--- config.mk ---
export PLATFORM = sky130hd
export DESIGN_NAME = fgp_gpp_div
export DESIGN_NICKNAME = d
export VERILOG_FILES = /design/src/design/fgp_pkg.sv /design/src/design/fgp_gpp_div.sv
export SDC_FILE = /design/constraint.sdc
export NUM_CORES = 1
export LEC_CHECK = 0
export BUFFER_PORTS_ARGS = -buffer_cell sky130_fd_sc_hd__buf_2
export CAP_MARGIN = 0
export CORE_MARGIN = 1
export CORE_UTILIZATION = 60
export DETAILED_ROUTE_END_ITERATION = 16
export GPL_ROUTABILITY_DRIVEN = 0
export PLACE_DENSITY = 0.78
export SYNTH_ARGS = -nofsm -noshare
export SYNTH_HDL_FRONTEND = slang
export SYNTH_SLANG_ARGS = --single-unit
export TNS_END_PERCENT = 50
--- constraint.sdc ---
create_clock -name clock -period 21.6 [get_ports clock]
set_input_delay 5.4 -clock clock [delete_from_list [all_inputs] [get_ports clock]]
set_output_delay 5.4 -clock clock [all_outputs]
set_load 0.01 [all_outputs]
--- src/design/fgp_pkg.sv ---
// ----------------------------------------------------------------------------
// fgp_pkg
// Shared widths, reset values, register indexes, state codes and the
// structures exchanged between the frame gradient meter and its divider.
// ----------------------------------------------------------------------------
package fgp_pkg;

   // Payload and register widths.
   localparam int PIXEL_W     = 8;
   localparam int CFG_DIM_W   = 13;
   localparam int DIM_W       = CFG_DIM_W + 1;
   localparam int LW_W        = 4;
   localparam int TW_W        = 5;
   localparam int LUMA_W      = 33;
   localparam int CHROMA_W    = 31;
   localparam int GPP_W       = 22;
   localparam int CSR_IDX_W   = 2;
   localparam int CSR_DATA_W  = CFG_DIM_W;

   // Blend and division widths.
   localparam int FRAC_W      = 8;
   localparam int NUM_W       = LUMA_W + LW_W + 1;
   localparam int DVD_W       = NUM_W + FRAC_W;
   localparam int AREA_W      = 2 * DIM_W;
   localparam int DEN_W       = AREA_W + TW_W;
   localparam int DIFF_W      = PIXEL_W + 1;

   // Size limits and register reset values.
   localparam int DEF_MAX_WIDTH  = 4096;
   localparam int DEF_MAX_HEIGHT = 4096;
   localparam int MIN_DIM        = 2;
   localparam logic [CFG_DIM_W-1:0] RST_FRAME_WIDTH  = CFG_DIM_W'(1920);
   localparam logic [CFG_DIM_W-1:0] RST_FRAME_HEIGHT = CFG_DIM_W'(1088);
   localparam logic [LW_W-1:0]      RST_LUMA_WEIGHT  = LW_W'(4);
   localparam logic [TW_W-1:0]      RST_TOTAL_WEIGHT = TW_W'(6);

   // Configuration register indexes.
   typedef enum logic [CSR_IDX_W-1:0] {
      CSR_FRAME_WIDTH  = 2'd0,
      CSR_FRAME_HEIGHT = 2'd1,
      CSR_LUMA_WEIGHT  = 2'd2,
      CSR_TOTAL_WEIGHT = 2'd3
   } csr_index_type;

   // Divider sequencer states.
   typedef enum logic [1:0] {
      DIV_IDLE,
      DIV_SCALE,
      DIV_RUN,
      DIV_DONE
   } div_state_type;

   // Request from the frame logic to the divider.
   typedef struct packed {
      logic                start;
      logic [LUMA_W-1:0]   luma_sum;
      logic [CHROMA_W-1:0] cb_sum;
      logic [CHROMA_W-1:0] cr_sum;
      logic [LW_W-1:0]     luma_weight;
      logic [TW_W-1:0]     total_weight;
      logic [DIM_W-1:0]    width;
      logic [DIM_W-1:0]    height;
   } div_req_type;

   // Answer from the divider.
   typedef struct packed {
      logic             done;
      logic [GPP_W-1:0] gpp_q8;
   } div_rsp_type;

endpackage

--- src/design/fgp_gpp_div.sv ---
// ----------------------------------------------------------------------------
// fgp_gpp_div
// Per-frame blend: forms the weighted numerator and the frame area times the
// total weight, then a restoring divider yields one quotient bit per cycle.
// The quotient saturates to the width of the result.
// ----------------------------------------------------------------------------
module fgp_gpp_div (
   input  logic                 clock,
   input  logic                 reset,
   input  fgp_pkg::div_req_type req,
   output fgp_pkg::div_rsp_type rsp
);

   localparam int CNT_W = $clog2(fgp_pkg::DVD_W);

   fgp_pkg::div_state_type state_ff, state_in;

   logic load_operands;
   logic load_den;
   logic step;
   logic done;

   logic [fgp_pkg::AREA_W-1:0] area_ff;
   logic [fgp_pkg::TW_W-1:0]   tw_ff;
   logic [fgp_pkg::DEN_W-1:0]  den_ff;
   logic [fgp_pkg::DVD_W-1:0]  quo_ff;
   logic [fgp_pkg::DEN_W-1:0]  rem_ff;
   logic [CNT_W-1:0]           cnt_ff;

   logic [fgp_pkg::CHROMA_W:0] chroma_total;
   logic [fgp_pkg::NUM_W-1:0]  num;
   logic [fgp_pkg::DEN_W:0]    rem_shift;
   logic [fgp_pkg::DEN_W:0]    trial;
   logic                       fits;

   // Next state.
   always_comb begin
      state_in = state_ff;
      unique case (state_ff)
         fgp_pkg::DIV_IDLE:  if (req.start) state_in = fgp_pkg::DIV_SCALE;
         fgp_pkg::DIV_SCALE: state_in = fgp_pkg::DIV_RUN;
         fgp_pkg::DIV_RUN:   if (cnt_ff == '0) state_in = fgp_pkg::DIV_DONE;
         fgp_pkg::DIV_DONE:  state_in = fgp_pkg::DIV_IDLE;
         default:            state_in = fgp_pkg::DIV_IDLE;
      endcase
   end

   // State outputs.
   always_comb begin
      load_operands = 1'b0;
      load_den      = 1'b0;
      step          = 1'b0;
      done          = 1'b0;
      unique case (state_ff)
         fgp_pkg::DIV_IDLE:  load_operands = req.start;
         fgp_pkg::DIV_SCALE: load_den      = 1'b1;
         fgp_pkg::DIV_RUN:   step          = 1'b1;
         fgp_pkg::DIV_DONE:  done          = 1'b1;
         default:            done          = 1'b0;
      endcase
   end

   always_ff @(posedge clock) begin
      if (reset) begin
         state_ff <= fgp_pkg::DIV_IDLE;
      end else begin
         state_ff <= state_in;
      end
   end

   // Weighted numerator: lw * Y + 4 * (Cb + Cr).
   assign chroma_total = {1'b0, req.cb_sum} + {1'b0, req.cr_sum};
   assign num = fgp_pkg::NUM_W'(req.luma_sum) * fgp_pkg::NUM_W'(req.luma_weight)
              + fgp_pkg::NUM_W'({chroma_total, 2'b00});

   // One restoring step: shift in the next dividend bit and try the subtract.
   assign rem_shift = {rem_ff, quo_ff[fgp_pkg::DVD_W-1]};
   assign trial     = rem_shift - {1'b0, den_ff};
   assign fits      = !trial[fgp_pkg::DEN_W];

   always_ff @(posedge clock) begin
      if (load_operands) begin
         area_ff <= fgp_pkg::AREA_W'(req.width) * fgp_pkg::AREA_W'(req.height);
         tw_ff   <= req.total_weight;
         quo_ff  <= {num, fgp_pkg::FRAC_W'(0)};
      end
      if (load_den) begin
         den_ff <= fgp_pkg::DEN_W'(area_ff) * fgp_pkg::DEN_W'(tw_ff);
         rem_ff <= '0;
         cnt_ff <= CNT_W'(fgp_pkg::DVD_W - 1);
      end
      if (step) begin
         rem_ff <= fits ? trial[fgp_pkg::DEN_W-1:0] : rem_shift[fgp_pkg::DEN_W-1:0];
         quo_ff <= {quo_ff[fgp_pkg::DVD_W-2:0], fits};
         cnt_ff <= cnt_ff - CNT_W'(1);
      end
   end

   // A zero divisor or a quotient beyond the result width gives all ones.
   assign rsp.done   = done;
   assign rsp.gpp_q8 = ((den_ff == '0) || (|quo_ff[fgp_pkg::DVD_W-1:fgp_pkg::GPP_W]))
                     ? '1 : quo_ff[fgp_pkg::GPP_W-1:0];

endmodule

Yosys cells after proc, flatten, opt, wreduce, memory -nomap -nowiden
Cells that the tools add are included.
{ "word_totals": {"regBits": 153, "latch_bits": 0, "mem_bits_rw": 0, "rom_bits": 0, "in_bits": 135, "out_inout_bits": 23, "word_cells": 43, "mem_count": 0} }
{ "classes": {"add_sub_neg": 4, "multipliers": 3, "n_div": 0, "order_cmp": 0, "eq_ne": 5, "shifts": 0, "n_mux": 15, "n_bitwise": 0, "reduce_logical": 9} }
{ "ops": {"columns": ["op", "count"], "rows": [
  ["$mux W33", 3],
  ["$mux W46", 2],
  ["$add A37 B34 Y38", 1],
  ["$mul A33 B4 Y37", 1],
  ["$sub A34 B33 Y34", 1],
  ["$logic_not A33 Y1", 1],
  ["$mul A28 B5 Y33", 1],
  ["$add A31 B31 Y32", 1],
  ["$mul A14 B14 Y28", 1],
  ["$reduce_or A24 Y1", 1],
  ["$mux W22", 1],
  ["$mux W6", 2],
  ["$pmux W2 S4", 1],
  ["$logic_not A6 Y1", 1],
  ["$sub A6 B1 Y6 const B", 1],
  ["$eq A2 B2 Y1 const B", 2],
  ["$mux W1", 4],
  ["$mux W2", 2],
  ["$ne A2 B2 Y1 const B", 2],
  ["$reduce_bool A2 Y1", 2],
  ["$eq A2 B1 Y1 const B", 1],
  ["$logic_not A2 Y1", 1],
  ["$reduce_and A2 Y1", 1],
  ["$logic_not A1 Y1", 1],
  ["$logic_or A1 B1 Y1", 1]
]} }

Depth between registers and ports, before layout
Gate-level depths: netlist (run 1).
{ "logic_depth": {"depth_word": 4, "ltp_mapped": 27, "ltp_nobuf": 26} }

Worst setup path after synthesis (run 1)
OpenSTA, ideal clock, no wires.
{ "synth_path": {"kind": "input-to-reg", "start": "input port req[5] (netlist name)", "end": "register area_ff[25] (netlist name), data pin", "setup_time_ps": 258, "arrival_ps": 10826, "t_required_ps": 21342, "slack_ps": 10517, "stages": 22, "cell_sequence": "clkbuf_1 -> nand2_1 -> fa_1 -> fa_1 -> fa_1 -> inv_1 -> fa_1 -> fa_1 -> inv_1 -> fa_1 -> inv_1 -> ha_1 -> a21o_1 -> a21o_1 -> a221oi_1 -> o21ai_0 -> a211oi_1 -> o21ai_0 -> a31oi_1 -> o21ai_0 -> a21oi_1 -> xnor2_1"} }
{ "synth_via": {"elab_chain_cells": 1} }
{ "synth_lines": {"columns": ["element", "line_no", "rtl"], "rows": [
  ["from (decl)", "fgp_gpp_div.sv:10", "input fgp_pkg::div_req_type req,"],
  ["$mul A14 B14 Y28", "fgp_gpp_div.sv:83", "area_ff <= fgp_pkg::AREA_W'(req.width) * fgp_pkg::AREA_W'(req.height);"],
  ["to (signal assigned)", "fgp_gpp_div.sv:83", null],
  ["to (decl)", "fgp_gpp_div.sv:23", "logic [fgp_pkg::AREA_W-1:0] area_ff;"]
]} }
No other way between the ends.
A chain may end at the register's enable or synchronous reset.

Final worst setup path (run 1)
{ "layout_path": {"start": "input port req[24] (netlist name)", "end": "register area_ff[25] (netlist name), data pin"} }
Same word-level chain as after synthesis.

==> run summary, run 1 <==
CP max stage cell -> fa_1
critical path arrival -> 11,340 ps
max incr delay on CP -> 530 ps
launching point of the worst reg2reg path -> tw_ff[3]$_DFFE_PP_
WS Path Type -> input port to flop
max_cap viols -> 0
CTS tree -> built
cell taking the most area after synthesis -> fa_1
sequential share of the synthesized area -> 19.0%
Tightest Pin Transition -> 1090 ps
Yosys reg bits -> 153
DRT Pass-1 Iters -> 5
Post-synth top cells -> nand2_1, inv_1, fa_1
critical-path cell list -> buf_2 -> and2_1 -> fa_1 -> inv_1 -> fa_1 -> inv_1 -> fa_1 -> fa_1 -> fa_1 -> inv_1 -> fa_1 -> inv_1 -> ha_1 -> a21o_1 -> a21o_1 -> a221oi_1 -> o21ai_0 -> a211oi_1 -> o21ai_0 -> a31oi_1 -> o21ai_0 -> a21oi_1 -> xnor2_1
Avg WL per Cell -> 15.2 um
number of buffers and inverters on the critical path -> 5
crit path to -> area_ff[25]$_DFFE_PP_
vias post-DR -> 18,300
DP Worst Slack -> 9990 ps
RSZ-0062 raised after global routing -> false
layout cells sized above 1 -> 8.45%
clk sinks -> 153
clk_skew -> 14.7 ps
Critical path origin -> req[24]
CTS Buffer Depth -> 2
core area -> 39,600 sq um
antenna violations before repair -> 0
Worst R2R Setup Slack -> 15,990 ps
die area -> 41,000 sq um
Worst Hold Class -> flop to flop
period utilisation layout -> 51.7%
final setup margin -> 10,440 ps
initial core utilization -> 60.8%
Post-Syn Area per Cell -> 9.19 sq um
Hold Buf Count CTS -> 0
DRC Markers -> 0
Post-Syn Nets -> 3,319
I/O Buffers -> 157
H-Tree Depth -> 4
R2R cell count -> 17
number of synthesized flops with an enable pin -> 151
post-CTS resize count -> 0
WL final -> 49,500 um
largest net degree at the start of global routing -> 94
nets -> 3,420
first-pass GRT wire length -> 83,600 um
nature of the critical path startpoint -> input port
n_diodes -> 0
DR vias/cell -> 5.61
maximum clock frequency -> 89.6 MHz
DIE HEIGHT -> 202 um
Gate Count Post-Synth -> 2,621
CP Depth -> 23
Top Ports -> 158
status -> complete, no violations
dpl hpwl -> 40,500 um
area grow syn2layout -> 7.52%
CTS buffer count -> 17
Setup crit end kind -> flop
Tot GR Track Use -> 24.5%
ys async rst share -> 0%
Max-slew headroom -> 27.1%
Overflow after GRT -> 0
Syn Std Cell Area -> 24,100 sq um
Clk pin slew, worst setup/hold paths -> 70 ps
final setup TNS -> 0 ps
row cnt -> 73
Worst-Skew Late Latency -> 430 ps
fin crit period -> 11,160 ps
final hold slack -> 561 ps
Post CTS Setup Buffer Count -> 0
Crit path top cell by count -> fa_1
Post-synth top flop -> edfxtp_1
final hold violation count -> 0
Synth cell types -> 62
root buffer cell -> clkbuf_16
share of the synthesized area in the top cell type -> 26.3%
Final setup viols -> 0
reg-to-reg endpoint -> den_ff[32]$_DFFE_PN_
CP required -> 21,770 ps
CP Max Fanout -> 14
Die W -> 202 um
vias in the first global route -> 18,000
final slew viol count -> 0
critical path's top delay family -> adder cells
Min-Delay Path Depth -> 1
ANT nets after route -> 0
most common cell in the netlist -> nand2_1
yosys warns -> 0
initial DRC count -> 1,096
Synth area leaders -> fa_1, edfxtp_1, ha_1, nand2_1, inv_1
==> metal layers <==
| metal | part of all wire (%) | vias up | track usage [%] | wire length, um |
|---|---|---|---|---|
| li1 | - | 8786 | - | - |
| met1 | 45 | 8954 | 34.8 | 22400 |
| met2 | 49 | 487 | 40.9 | 24100 |
| met3 | 4.9 | 50 | 2.45 | 2440 |
| met4 | 1.3 | 0 | 4.91 | 624 |
| met5 | 0 | - | 0 | 0 |
==> cells by family after synthesis <==
group,Yosys count,share of synthesized area [%]
xor+xnor,138,5.02
fa+ha+maj,563,39.1
flops,153,19.0
buf+inv,452,7.12
simple gates,850,17.2
compound gates,435,11.4
mux,30,1.26
==> state kept, by name, summed over array words and instances (netlist names) <==
name / cells
area_ff: 28
tw_ff: 5
quo_ff: 46
den_ff: 33
cnt_ff: 6
state_ff: 2
rem_ff: 33
==> stage by stage <==
step                      cell area, sq um  utilization, %  std cells
final                                25900            65.3       3260
after global routing                 25900            65.3       3260
after global placement               25300            63.8       3228
after floorplan                      24100               -       2621
after CTS                            25900            65.3       3260
after detailed placement             25300            63.8       3228
==> how the worst min path moves through the flow <==
| stage | start | to | slack [ps] |
|---|---|---|---|
| final | quo_ff[3]$_SDFFCE_PN0P_ | quo_ff[4]$_SDFFCE_PN0P_ | 560 |
| after global routing | quo_ff[0]$_SDFFCE_PN0P_ | quo_ff[1]$_SDFFCE_PN0P_ | 580 |
| after CTS | quo_ff[11]$_DFFE_PP_ | quo_ff[12]$_DFFE_PP_ | 570 |
| after detailed placement | quo_ff[11]$_DFFE_PP_ | quo_ff[12]$_DFFE_PP_ | 540 |
| after global placement | quo_ff[6]$_SDFFCE_PN0P_ | quo_ff[7]$_SDFFCE_PN0P_ | 530 |
| after floorplan | quo_ff[19]$_DFFE_PP_ | quo_ff[20]$_DFFE_PP_ | 520 |
==> cell type report <==
cell class | instances | area [sq um]
clock buffers | 17 | 425
flip-flops and latches | 153 | 4570
inverters | 370 | 1390
repair buffers | 164 | 838
well taps | 525 | 657
fillers | 3163 | 13700
multi-input cells | 2016 | 17800
clock inverters | 15 | 189
==> cells in the final DEF (no fill, tap or decap), drive strengths merged, types with 5 or more instances in the layout <==
cell type	netlist	routed
clkbuf	74	17
and3	11	11
a21o	70	70
mux2i	27	27
nand2	382	382
or3	7	7
o41ai	5	5
ha	247	247
nor2b	45	45
o21bai	22	22
nand2b	22	22
nor3	23	23
buf	8	164
nor2	70	70
xnor2	94	94
xor2	44	44
or2	25	25
inv	370	378
and4	5	5
edfxtp	151	151
a21oi	134	134
fa	316	316
o21a	18	18
a211oi	11	11
clkinv	0	7
a31oi	19	19
nand3	29	29
nand4	12	12
and2	203	203
nor4	16	16
a21boi	5	5
o31ai	13	13
o211ai	5	5
o21ai	94	94
Power of run 1 is not shown: default switching activity piles up to over one toggle a cycle in this logic, so the estimate is an artifact.
==> run 2: changes to the inputs <==
- ABC_AREA: not set -> 1
- clock period: 21.6 -> 11.3 ns (I/O delays scaled with it)
==> run summary, run 2 <==
Worst Hold Class -> flop to flop (unchanged)
Post-Syn Nets -> 4,404 (was 3,319)
initial DRC count -> 1,832 (was 1,096)
launching point of the worst reg2reg path -> tw_ff[2]$_DFFE_PP_ (was tw_ff[3]$_DFFE_PP_)
max_cap viols -> 0 (unchanged)
CP required -> 11,490 ps (was 21,770 ps)
Regs by FF count -> quo_ff x46, den_ff x33, rem_ff x33 (unchanged)
Clk pin slew, worst setup/hold paths -> 60 ps (was 70 ps)
root buffer cell -> clkbuf_16 (unchanged)
DR vias/cell -> 5.39 (was 5.61)
Post-Syn Area per Cell -> 7.25 sq um (was 9.19 sq um)
Largest register FFs -> 46 (unchanged)
maximum clock frequency -> 130 MHz
Overflow after GRT -> 0 (unchanged)
largest net degree at the start of global routing -> 59 (was 94)
final hold violation count -> 0 (unchanged)
most common cell in the netlist -> nand2_1 (unchanged)
most common cell after layout, fill and taps aside -> nand2_1 (unchanged)
WS Path Type -> input port to flop (unchanged)
post-CTS resize count -> 0 (unchanged)
Gate Count Post-Synth -> 3,706 (was 2,621)
dpl hpwl -> 55,900 um (was 40,500 um)
first-pass GRT wire length -> 112,000 um (was 83,600 um)
Hold Buf Count CTS -> 0 (unchanged)
number of synthesized flops with an enable pin -> 151 (unchanged)
clk sinks -> 153 (unchanged)
reg-to-reg endpoint -> den_ff[23]$_DFFE_PN_ (was den_ff[32]$_DFFE_PN_)
nets -> 4,503 (was 3,420)
H-Tree Depth -> 4 (unchanged)
ANT nets after route -> 0 (unchanged)
I/O Buffers -> 157 (unchanged)
Post CTS Setup Buffer Count -> 0 (unchanged)
critical path arrival -> 7890 ps (was 11,340 ps)
Synth area leaders -> fa_1, edfxtp_1, nand2_1, ha_1, inv_1 (was fa_1, edfxtp_1, ha_1, nand2_1, inv_1)
WL final -> 67,400 um (was 49,500 um)
nature of the critical path startpoint -> input port (unchanged)
vias in the first global route -> 22,900 (was 18,000)
CTS buffer count -> 17 (unchanged)
area grow syn2layout -> 6.77% (was 7.52%)
crit path to -> area_ff[22]$_DFFE_PP_ (was area_ff[25]$_DFFE_PP_)
initial core utilization -> 60.8% (about the same)
antenna violations before repair -> 6 (was 0)
Tightest Pin Transition -> 1060 ps (was 1090 ps)
CTS tree -> built (unchanged)
Avg WL per Cell -> 15.3 um (was 15.2 um)
register with the most flip-flops -> quo_ff (unchanged)
share of the synthesized area in the top cell type -> 23.5% (was 26.3%)
ys async rst share -> 0% (unchanged)
R2R cell count -> 15 (was 17)
commonest non-fill, non-tap cells in the layout -> nand2_1, inv_1, fa_1 (unchanged)
Critical path origin -> req[21] (was req[24])
CP Max Fanout -> 14 (unchanged)
Fill cells -> 3,983 (was 3,163)
yosys warns -> 0 (unchanged)
clk_skew -> 11.6 ps (was 14.7 ps)
Setup crit end kind -> flop (unchanged)
placed cell area -> 28,100 sq um (was 25,300 sq um)
Post-synth top flop -> edfxtp_1 (unchanged)
CTS Buffer Depth -> 2 (unchanged)
Synth cell types -> 42 (was 62)
DRC Markers -> 0 (unchanged)
Top Ports -> 158 (unchanged)
Tot GR Track Use -> 31.0% (was 24.5%)
RSZ-0062 raised after global routing -> false (unchanged)
Syn Std Cell Area -> 26,900 sq um (was 24,100 sq um)
fin crit period -> 7700 ps
DIE HEIGHT -> 214 um (was 202 um)
Worst R2R Setup Slack -> 6480 ps (was 15,990 ps)
Worst-Skew Late Latency -> 450 ps (was 430 ps)
cell taking the most area after synthesis -> fa_1 (unchanged)
Max-slew headroom -> 29.2% (was 27.1%)
final setup TNS -> 0 ps (unchanged)
layout cells sized above 1 -> 6.08% (was 8.45%)
final hold slack -> 525 ps (was 561 ps)
Final setup viols -> 0 (unchanged)
die area -> 45,700 sq um (was 41,000 sq um)
row cnt -> 77 (was 73)
vias post-DR -> 23,800 (was 18,300)
Design Area, Final -> 28,700 sq um (was 25,900 sq um)
sequential share of the synthesized area -> 17.0% (was 19.0%)
period utilisation layout -> 68.1%
DRT Pass-1 Iters -> 6 (was 5)
final slew viol count -> 0 (unchanged)
Die W -> 214 um (was 202 um)
core area -> 44,200 sq um (was 39,600 sq um)
Yosys reg bits -> 153 (unchanged)
Post-synth top cells -> nand2_1, inv_1, fa_1 (unchanged)
status -> complete, no violations (unchanged)
[run 2: changes by cell type in the layout (fill, tap and decap cells not counted), sizes merged, moves of 27 or more]
cell / before / now
a21oi: 134 / 185
xnor2: 94 / 17
xor2: 44 / 77
a21o: 70 / 10
nand3b: 0 / 28
nand2: 382 / 1145
nor2b: 45 / 0
mux2i: 27 / 0
and2: 203 / 5
nor2: 70 / 240
nand3: 29 / 156
inv: 378 / 800
[run 2: cell type report]
class                   instances  area [sq um]  share of cell area (%)
multi-input cells            2673         19000                    66.1
flip-flops and latches        153          4570                    15.9
inverters                     796          2990                    10.4
repair buffers                164           838                    2.92
well taps                     592           741                    2.58
clock buffers                  19           433                    1.51
clock inverters                13           143                   0.497
diodes                          2          5.00                  0.0174
[run 2: logic make-up after synthesis]
kind of cell | Yosys count | share of synthesized area, %
simple gates | 1659 | 25.3
flops | 153 | 17.0
xor+xnor | 94 | 3.06
fa+ha+maj | 563 | 35.0
buf+inv | 880 | 12.4
compound gates | 357 | 7.15
[run 2: critical path: stages]
cell and delay, ps:
buf_2 190, nand2_1 90, inv_1 50, fa_1 530, inv_1 50, fa_1 470
inv_1 60, fa_1 510, inv_1 70, fa_1 530, inv_1 50, fa_1 470
inv_1 50, fa_1 470, inv_1 40, ha_1 330, a21oi_1 200, o21ai_0 110
a21oi_1 310, o21ai_0 200, a21oi_1 200, xnor2_1 100
[run 2: worst min-delay path by stage]
stage | from | end | cells past startpoint
5_1_grt | quo_ff[6]$_SDFFCE_PN0P_ | quo_ff[7]$_SDFFCE_PN0P_ | 2
6_report | quo_ff[4]$_SDFFCE_PN0P_ | quo_ff[5]$_SDFFCE_PN0P_ | 2
4_1_cts | quo_ff[4]$_SDFFCE_PN0P_ | quo_ff[5]$_SDFFCE_PN0P_ | 2
2_1_floorplan | quo_ff[0]$_SDFFCE_PN0P_ | quo_ff[1]$_SDFFCE_PN0P_ | 2
3_5_place_dp | quo_ff[4]$_SDFFCE_PN0P_ | quo_ff[5]$_SDFFCE_PN0P_ | 2
3_3_place_gp | quo_ff[4]$_SDFFCE_PN0P_ | quo_ff[5]$_SDFFCE_PN0P_ | 2
[run 2: per-layer routing]
layer	up-vias	share of wire, %	global-route usage [%]
li1	11600	-	-
met1	11200	43	41.9
met2	906	46	51.0
met3	115	7.9	5.35
met4	10	2.5	9.36
met5	-	0.099	0
[run 2: per-stage QoR]
stage	util [%]	worst slack, ps	std cells
after floorplan	-	3520	3706
after global placement	63.6	3220	4378
after detailed placement	63.6	3150	4378
after CTS	64.9	3620	4410
after global routing	64.9	3270	4410
final	64.9	3600	4412
Power of run 2 is left out for the same reason.
